==> src/hdl/mfap_pkg.sv <==
package mfap_pkg;

	localparam int NV = 64;
	localparam int VW = 6;
	localparam int NW = VW + 1;
	localparam int AW = 2 * VW;
	localparam int MD = NV * NV;
	localparam int CW = 16;
	localparam int RW = CW + 1;
	localparam int FW = 22;
	localparam logic [FW-1:0] FLOW_MAX = {FW{1'b1}};
	localparam logic [NW-1:0] VC_RESET = 7'd64;

	typedef struct packed {
		logic          op;
		logic [VW-1:0] from_vertex;
		logic [VW-1:0] to_vertex;
		logic [CW-1:0] capacity;
		logic [VW-1:0] source;
		logic [VW-1:0] sink;
	} req_t;

	typedef struct packed {
		logic [FW-1:0] total_flow;
		logic          status;
	} rsp_t;

	typedef logic [4:0] cmd_t;

	localparam cmd_t C_NONE       = 5'd0;
	localparam cmd_t C_LOAD       = 5'd1;
	localparam cmd_t C_CLEAR      = 5'd2;
	localparam cmd_t C_START      = 5'd3;
	localparam cmd_t C_COPY       = 5'd4;
	localparam cmd_t C_BFS_INIT   = 5'd5;
	localparam cmd_t C_QREAD      = 5'd6;
	localparam cmd_t C_SCAN_BEGIN = 5'd7;
	localparam cmd_t C_SCAN       = 5'd8;
	localparam cmd_t C_WALK_INIT  = 5'd9;
	localparam cmd_t C_PAR        = 5'd10;
	localparam cmd_t C_FWD        = 5'd11;
	localparam cmd_t C_MIN        = 5'd12;
	localparam cmd_t C_SUB        = 5'd13;
	localparam cmd_t C_ADD        = 5'd14;
	localparam cmd_t C_FINISH     = 5'd15;
	localparam cmd_t C_WALK2      = 5'd16;

	typedef struct packed {
		logic clr_last;
		logic trivial;
		logic copy_done;
		logic scan_done;
		logic q_more;
		logic dst_reached;
		logic walk_at_src;
	} stat_t;

endpackage

==> src/hdl/mfap_ctrl.sv <==
module mfap_ctrl (
	input  logic            clk,
	input  logic            arst_n,
	input  logic            start,
	input  logic            op,
	input  mfap_pkg::stat_t stat,
	output mfap_pkg::cmd_t  cmd,
	output logic            busy
);

	localparam logic [3:0] S_CLEAR = 4'd0;
	localparam logic [3:0] S_IDLE  = 4'd1;
	localparam logic [3:0] S_START = 4'd2;
	localparam logic [3:0] S_COPY  = 4'd3;
	localparam logic [3:0] S_BFS   = 4'd4;
	localparam logic [3:0] S_CHECK = 4'd5;
	localparam logic [3:0] S_QREAD = 4'd6;
	localparam logic [3:0] S_QWAIT = 4'd7;
	localparam logic [3:0] S_SCAN  = 4'd8;
	localparam logic [3:0] S_MPAR  = 4'd9;
	localparam logic [3:0] S_MFWD  = 4'd10;
	localparam logic [3:0] S_MMIN  = 4'd11;
	localparam logic [3:0] S_UPAR  = 4'd12;
	localparam logic [3:0] S_UFWD  = 4'd13;
	localparam logic [3:0] S_USUB  = 4'd14;
	localparam logic [3:0] S_UADD  = 4'd15;

	logic [3:0] state_q, state_d;

	always_comb begin
		state_d = state_q;
		cmd = mfap_pkg::C_NONE;
		unique case (state_q)
			S_CLEAR: begin
				cmd = mfap_pkg::C_CLEAR;
				if (stat.clr_last) state_d = S_IDLE;
			end
			S_IDLE: begin
				if (start) begin
					if (op) begin
						cmd = mfap_pkg::C_START;
						state_d = S_START;
					end else begin
						cmd = mfap_pkg::C_LOAD;
					end
				end
			end
			S_START: begin
				if (stat.trivial) begin
					cmd = mfap_pkg::C_FINISH;
					state_d = S_IDLE;
				end else begin
					state_d = S_COPY;
				end
			end
			S_COPY: begin
				cmd = mfap_pkg::C_COPY;
				if (stat.copy_done) state_d = S_BFS;
			end
			S_BFS: begin
				cmd = mfap_pkg::C_BFS_INIT;
				state_d = S_CHECK;
			end
			S_CHECK: begin
				if (stat.q_more) begin
					state_d = S_QREAD;
				end else if (stat.dst_reached) begin
					cmd = mfap_pkg::C_WALK_INIT;
					state_d = S_MPAR;
				end else begin
					cmd = mfap_pkg::C_FINISH;
					state_d = S_IDLE;
				end
			end
			S_QREAD: begin
				cmd = mfap_pkg::C_QREAD;
				state_d = S_QWAIT;
			end
			S_QWAIT: begin
				cmd = mfap_pkg::C_SCAN_BEGIN;
				state_d = S_SCAN;
			end
			S_SCAN: begin
				cmd = mfap_pkg::C_SCAN;
				if (stat.scan_done) state_d = S_CHECK;
			end
			S_MPAR: begin
				if (stat.walk_at_src) begin
					cmd = mfap_pkg::C_WALK2;
					state_d = S_UPAR;
				end else begin
					cmd = mfap_pkg::C_PAR;
					state_d = S_MFWD;
				end
			end
			S_MFWD: begin
				cmd = mfap_pkg::C_FWD;
				state_d = S_MMIN;
			end
			S_MMIN: begin
				cmd = mfap_pkg::C_MIN;
				state_d = S_MPAR;
			end
			S_UPAR: begin
				if (stat.walk_at_src) begin
					state_d = S_BFS;
				end else begin
					cmd = mfap_pkg::C_PAR;
					state_d = S_UFWD;
				end
			end
			S_UFWD: begin
				cmd = mfap_pkg::C_FWD;
				state_d = S_USUB;
			end
			S_USUB: begin
				cmd = mfap_pkg::C_SUB;
				state_d = S_UADD;
			end
			S_UADD: begin
				cmd = mfap_pkg::C_ADD;
				state_d = S_UPAR;
			end
			default: state_d = S_IDLE;
		endcase
	end

	always_ff @(posedge clk or negedge arst_n) begin
		if (!arst_n) begin
			state_q <= S_CLEAR;
		end else begin
			state_q <= state_d;
		end
	end

	assign busy = state_q != S_IDLE;

endmodule

==> config.mk <==
export PLATFORM = sky130hd
export DESIGN_NAME = mfap_ctrl
export DESIGN_NICKNAME = d
export VERILOG_FILES = /design/src/hdl/mfap_pkg.sv /design/src/hdl/mfap_ctrl.sv
export SDC_FILE = /design/constraint.sdc
export NUM_CORES = 1
export LEC_CHECK = 0
export ABC_AREA = 1
export BUFFER_PORTS_ARGS = -buffer_cell sky130_fd_sc_hd__buf_4
export CAP_MARGIN = 30
export CORE_AREA = 2 2 39 41
export CTS_CLUSTER_DIAMETER = 80
export DETAILED_ROUTE_END_ITERATION = 6
export DIE_AREA = 0 0 41 43
export PLACE_DENSITY = 0.72
export SYNTH_ARGS = -nofsm -noshare
export SYNTH_HDL_FRONTEND = slang
export SYNTH_SLANG_ARGS = --single-unit
==> constraint.sdc <==
create_clock -name clk -period 1.2 [get_ports clk]
set_clock_uncertainty 0.1 [all_clocks]
set_input_delay 0.12 -clock clk [delete_from_list [all_inputs] [get_ports clk]]
set_output_delay 0.12 -clock clk [all_outputs]
set_load 0.005 [all_outputs]
---- Yosys cells after proc, flatten, opt, wreduce, memory -nomap -nowiden ----
Cells that the tools add are included.
word-level totals
  flip-flop bits (word level) ............. 4
  word-level logic and storage cells ...... 44
cells by class
  multiplexer cells ....................... 19
  reductions and logical operators ........ 3
  equal/unequal tests ..................... 21
operators with widths
  kind                count
  $pmux 5 s15         1
  $pmux 4 s16         1
  $mux 4              11
  $eq 4x4->1 const B  8
  $eq 4x3->1 const B  4
  $ne 2x2->1 const B  5
  $eq 4x2->1 const B  2
  $mux 2              3
  $mux 3              2
  $mux 5              1
  $reduce_and 5->1    1
  $eq 4x1->1 const B  1
  $logic_not 4->1     1
  $ne 4x1->1 const B  1
  $reduce_or 2->1     1

---- Logic depth before layout (Yosys ltp) ----
  depth in word-level cells ............... 3
  gate-level depth with buffers ........... 8
  mapped depth without buffers ............ 8

---- Worst setup path after synthesis ----
No wires, ideal clock.
  path kind ............................... reg-to-output
  start ................................... reg state_q[3]
  end ..................................... out cmd[1]
  cell stages (with the launch flop) ...... 5
  buffers on the path ..................... 0
  path slack .............................. -71 ps
  data arrival time ....................... 1051 ps
  cell sequence ........................... dfrtp_1 -> nor2_1 -> nand2_1 -> o21ai_0 -> nand3b_1
on the way
  word-level cells in the longest chain between the ends .. 3
  elaborated cells on any way between the ends .. 18
RTL lines
  element                           RTL line          text
  start: declaration                mfap_ctrl.sv:28   logic [3:0] state_q, state_d;
  start signal: assignment          mfap_ctrl.sv:132  state_q <= state_d;
  $eq 4x4->1                        mfap_ctrl.sv:33   unique case (state_q)
  $reduce_or 2->1 (no source line)  n/a
  $pmux 5 s15 (*)                   mfap_ctrl.sv:33
  end: declaration                  mfap_ctrl.sv:7    output mfap_pkg::cmd_t cmd,
Every way passes the cells marked *; elsewhere a longest branch is shown, timed or not.

---- Final worst setup path ----
  start ................................... reg state_q[1]
  end ..................................... out cmd[3]
The elaborated chain is that of the path after synthesis.

==> results.json <==
{
  "synthCells": 104,
  "cp_max_fo": 5,
  "p_per_area_nw_per_um2": 1840,
  "clockBufferDepth": 2,
  "synth.distinct_cells": 15,
  "ys_seq_area_share_pct": 18.3,
  "drt_iter0_markers": 31,
  "via_per_inst": 5.36,
  "p_leak_nw": 0.550,
  "worst_pin_slew_ns": 0.333,
  "synth_nets": 115,
  "period_needed_ns": 1.71,
  "final_max_slew_viol_count": 0,
  "reg_top3": "state_q: 4 flops",
  "cts_buffers": 3,
  "grt_max_degree": 8,
  "cp_slowest_cell": "dfrtp_2",
  "grt-ovfl-total": 0,
  "io_buffers": 16,
  "grt_pass1_vias": 759,
  "grt_pass1_wl_mm": 3.06,
  "synth.avg_cell_area_um2": 5.27,
  "crit_path_frequent_cell": "buf_4",
  "ir_drop_uv": 1150,
  "final_hold_viol_count": 0,
  "die_h_um": 43,
  "syn_area_um2": 548,
  "final_area_um2": 1010,
  "violations": "setup timing",
  "rsz0062_at_grt": "true",
  "path_clk_slew_ns": 0.04,
  "htree_levels": 1,
  "ys_warn_count": 0,
  "cts_sinks": 4,
  "status": "finished with violations",
  "core_area_um2": 1380,
  "num_rows": 14,
  "largest-register": "state_q",
  "ant_nets": 0,
  "setup_tns_ns": -3.48,
  "wl_per_cell_um": 12.9,
  "io_pins": 17,
  "die_x_um": 41,
  "grt_usage_pct": 25.2,
  "postPlaceCellArea_um2": 778,
  "slowest_delay_ns": 0.47,
  "crit_type": "reg -> out",
  "crit_path_end_kind": "primary output",
  "largest_reg_flops": 4,
  "wirelength_mm": 2.09,
  "worstPathRequired_ns": 0.98,
  "diodes": 0,
  "hold_class": "in -> reg",
  "finalSetupViolations": 10,
  "fill_cells": 100,
  "dp_hpwl_mm": 1.29,
  "insertion_delay_ns": 0.24,
  "fmax_mhz": 583,
  "crit_chain": "inv_4 > buf_4 > nor2_1 > a21oi_1 > nand4_1 > buf_4",
  "vias": 868,
  "firstDrtPassIters": 4,
  "max-cap-violations": 0,
  "nets": 159,
  "initial_core_util_pct": 39.6,
  "die_area_um2": 1760,
  "drive_gt1_share_pct": 52.7,
  "cts_tree": "done",
  "synth_seq_cells": 4,
  "antenna_found_initial": 0,
  "cts_root_buffer": "clkbuf_4",
  "syn_to_final_growth_pct": 84.0,
  "fin_ws_ns": -0.515,
  "cp-start-kind": "flop",
  "fin_util_pct": 72.9,
  "finalPower_mw": 1.86,
  "place_congestion": 0.945,
  "critPathArrivalTime_ns": 1.49,
  "max_slew_margin_pct": 77.7,
  "drcViolationCount": 0,
  "fin_crit_sh_pct": 143
}
[routing by layer]
layer  vias up  global-route usage [%]  share of wire (%)
li1        418                       -                  -
met1       383                    31.4                 40
met3         9                    4.71                7.2
met2        58                    39.4                 50
met4         0                    12.0                2.8
met5         -                       0                  0
[final cells by class]
class / count / area [um2] / area share, %
repair buffers: 39 / 307 / 30.4
clock buffers: 3 / 22.5 / 2.23
well taps: 16 / 20.0 / 1.99
flip-flops and latches: 4 / 105 / 10.4
multi-input cells: 86 / 497 / 49.3
inverters: 14 / 57.6 / 5.71
[path summary, 6_finish.rpt]
path,startpoint,cells after the start,slack (ns),endpoint
worst max-delay path,state_q[1],6,-0.51,cmd[3]
worst min-delay path,stat[1],3,0.06,state_q[3]
worst max register to register,state_q[1],9,-0.27,state_q[1]
worst min register to register,state_q[1],4,0.70,state_q[3]
max in group asynchronous,arst_n,2,0.76,state_q[3]
min in group asynchronous,arst_n,2,0.13,state_q[2]
[worst max-delay path: cells and delay by family, from the launching register on]
kind / cells / cell delay, ns
flops: 1 / 0.47
simple gates: 2 / 0.38
buf+inv: 3 / 0.33
compound gates: 1 / 0.08
[cells in the mapped netlist]
master	instances	area, um2
nand3b_1	4	30.0
a21oi_1	1	5.00
nand2_2	4	25.0
inv_2	3	11.3
o21ai_0	2	10.0
inv_1	11	41.3
nor3_1	4	20.0
nor2_1	18	67.6
dfrtp_1	4	100
nor2_2	2	12.5
nand4_1	2	12.5
o21ai_1	1	5.00
nand3_1	10	50.1
nor2_4	2	22.5
nand2_1	36	135
[where the power goes]
group          internal (mW)  switching, mW
clock                  0.112         0.0569
sequential             0.187          0.124
combinational          0.665          0.713
total                  0.964          0.895
[layout by cell type (no fill, tap or decap), drive strengths merged]
cell | synthesis | routed
nand2 | 40 | 40
buf | 0 | 38
nor2 | 22 | 22
inv | 14 | 14
nand3 | 10 | 10
nand3b | 4 | 4
dfrtp | 4 | 4
nor3 | 4 | 4
clkbuf | 0 | 3
o21ai | 3 | 3
nand4 | 2 | 2
a21oi | 1 | 1
dlygate4sd3 | 0 | 1
[cell families after synthesis]
group | after synthesis | synth area share [%]
DFF | 4 | 18.3
buffers and inverters | 14 | 9.59
AOI/OAI and AO/OA | 4 | 3.65
and+or+nand+nor | 82 | 68.5
[through the flow]
| stage | hold WS (ns) | worst slack, ns | cells |
|---|---|---|---|
| finish | 0.0566 | -0.515 | 162 |
| global route | 0.0593 | -0.540 | 162 |
| CTS | 0.0561 | -0.430 | 160 |
| detailed placement | -0.179 | -0.268 | 146 |
| global placement | -0.181 | -0.266 | 146 |
| floorplan | -0.276 | -0.00114 | 104 |
[timing repair]
action,in CTS,in global routing
setup endpoints to repair,10,10
buffers inserted,10,4
gates cloned,0,0
hold buffers,1,0
endpoints found under the hold margin,4,0
gates resized for setup,21,13
pin swaps,12,9
Power figures use the tool's default switching activity.
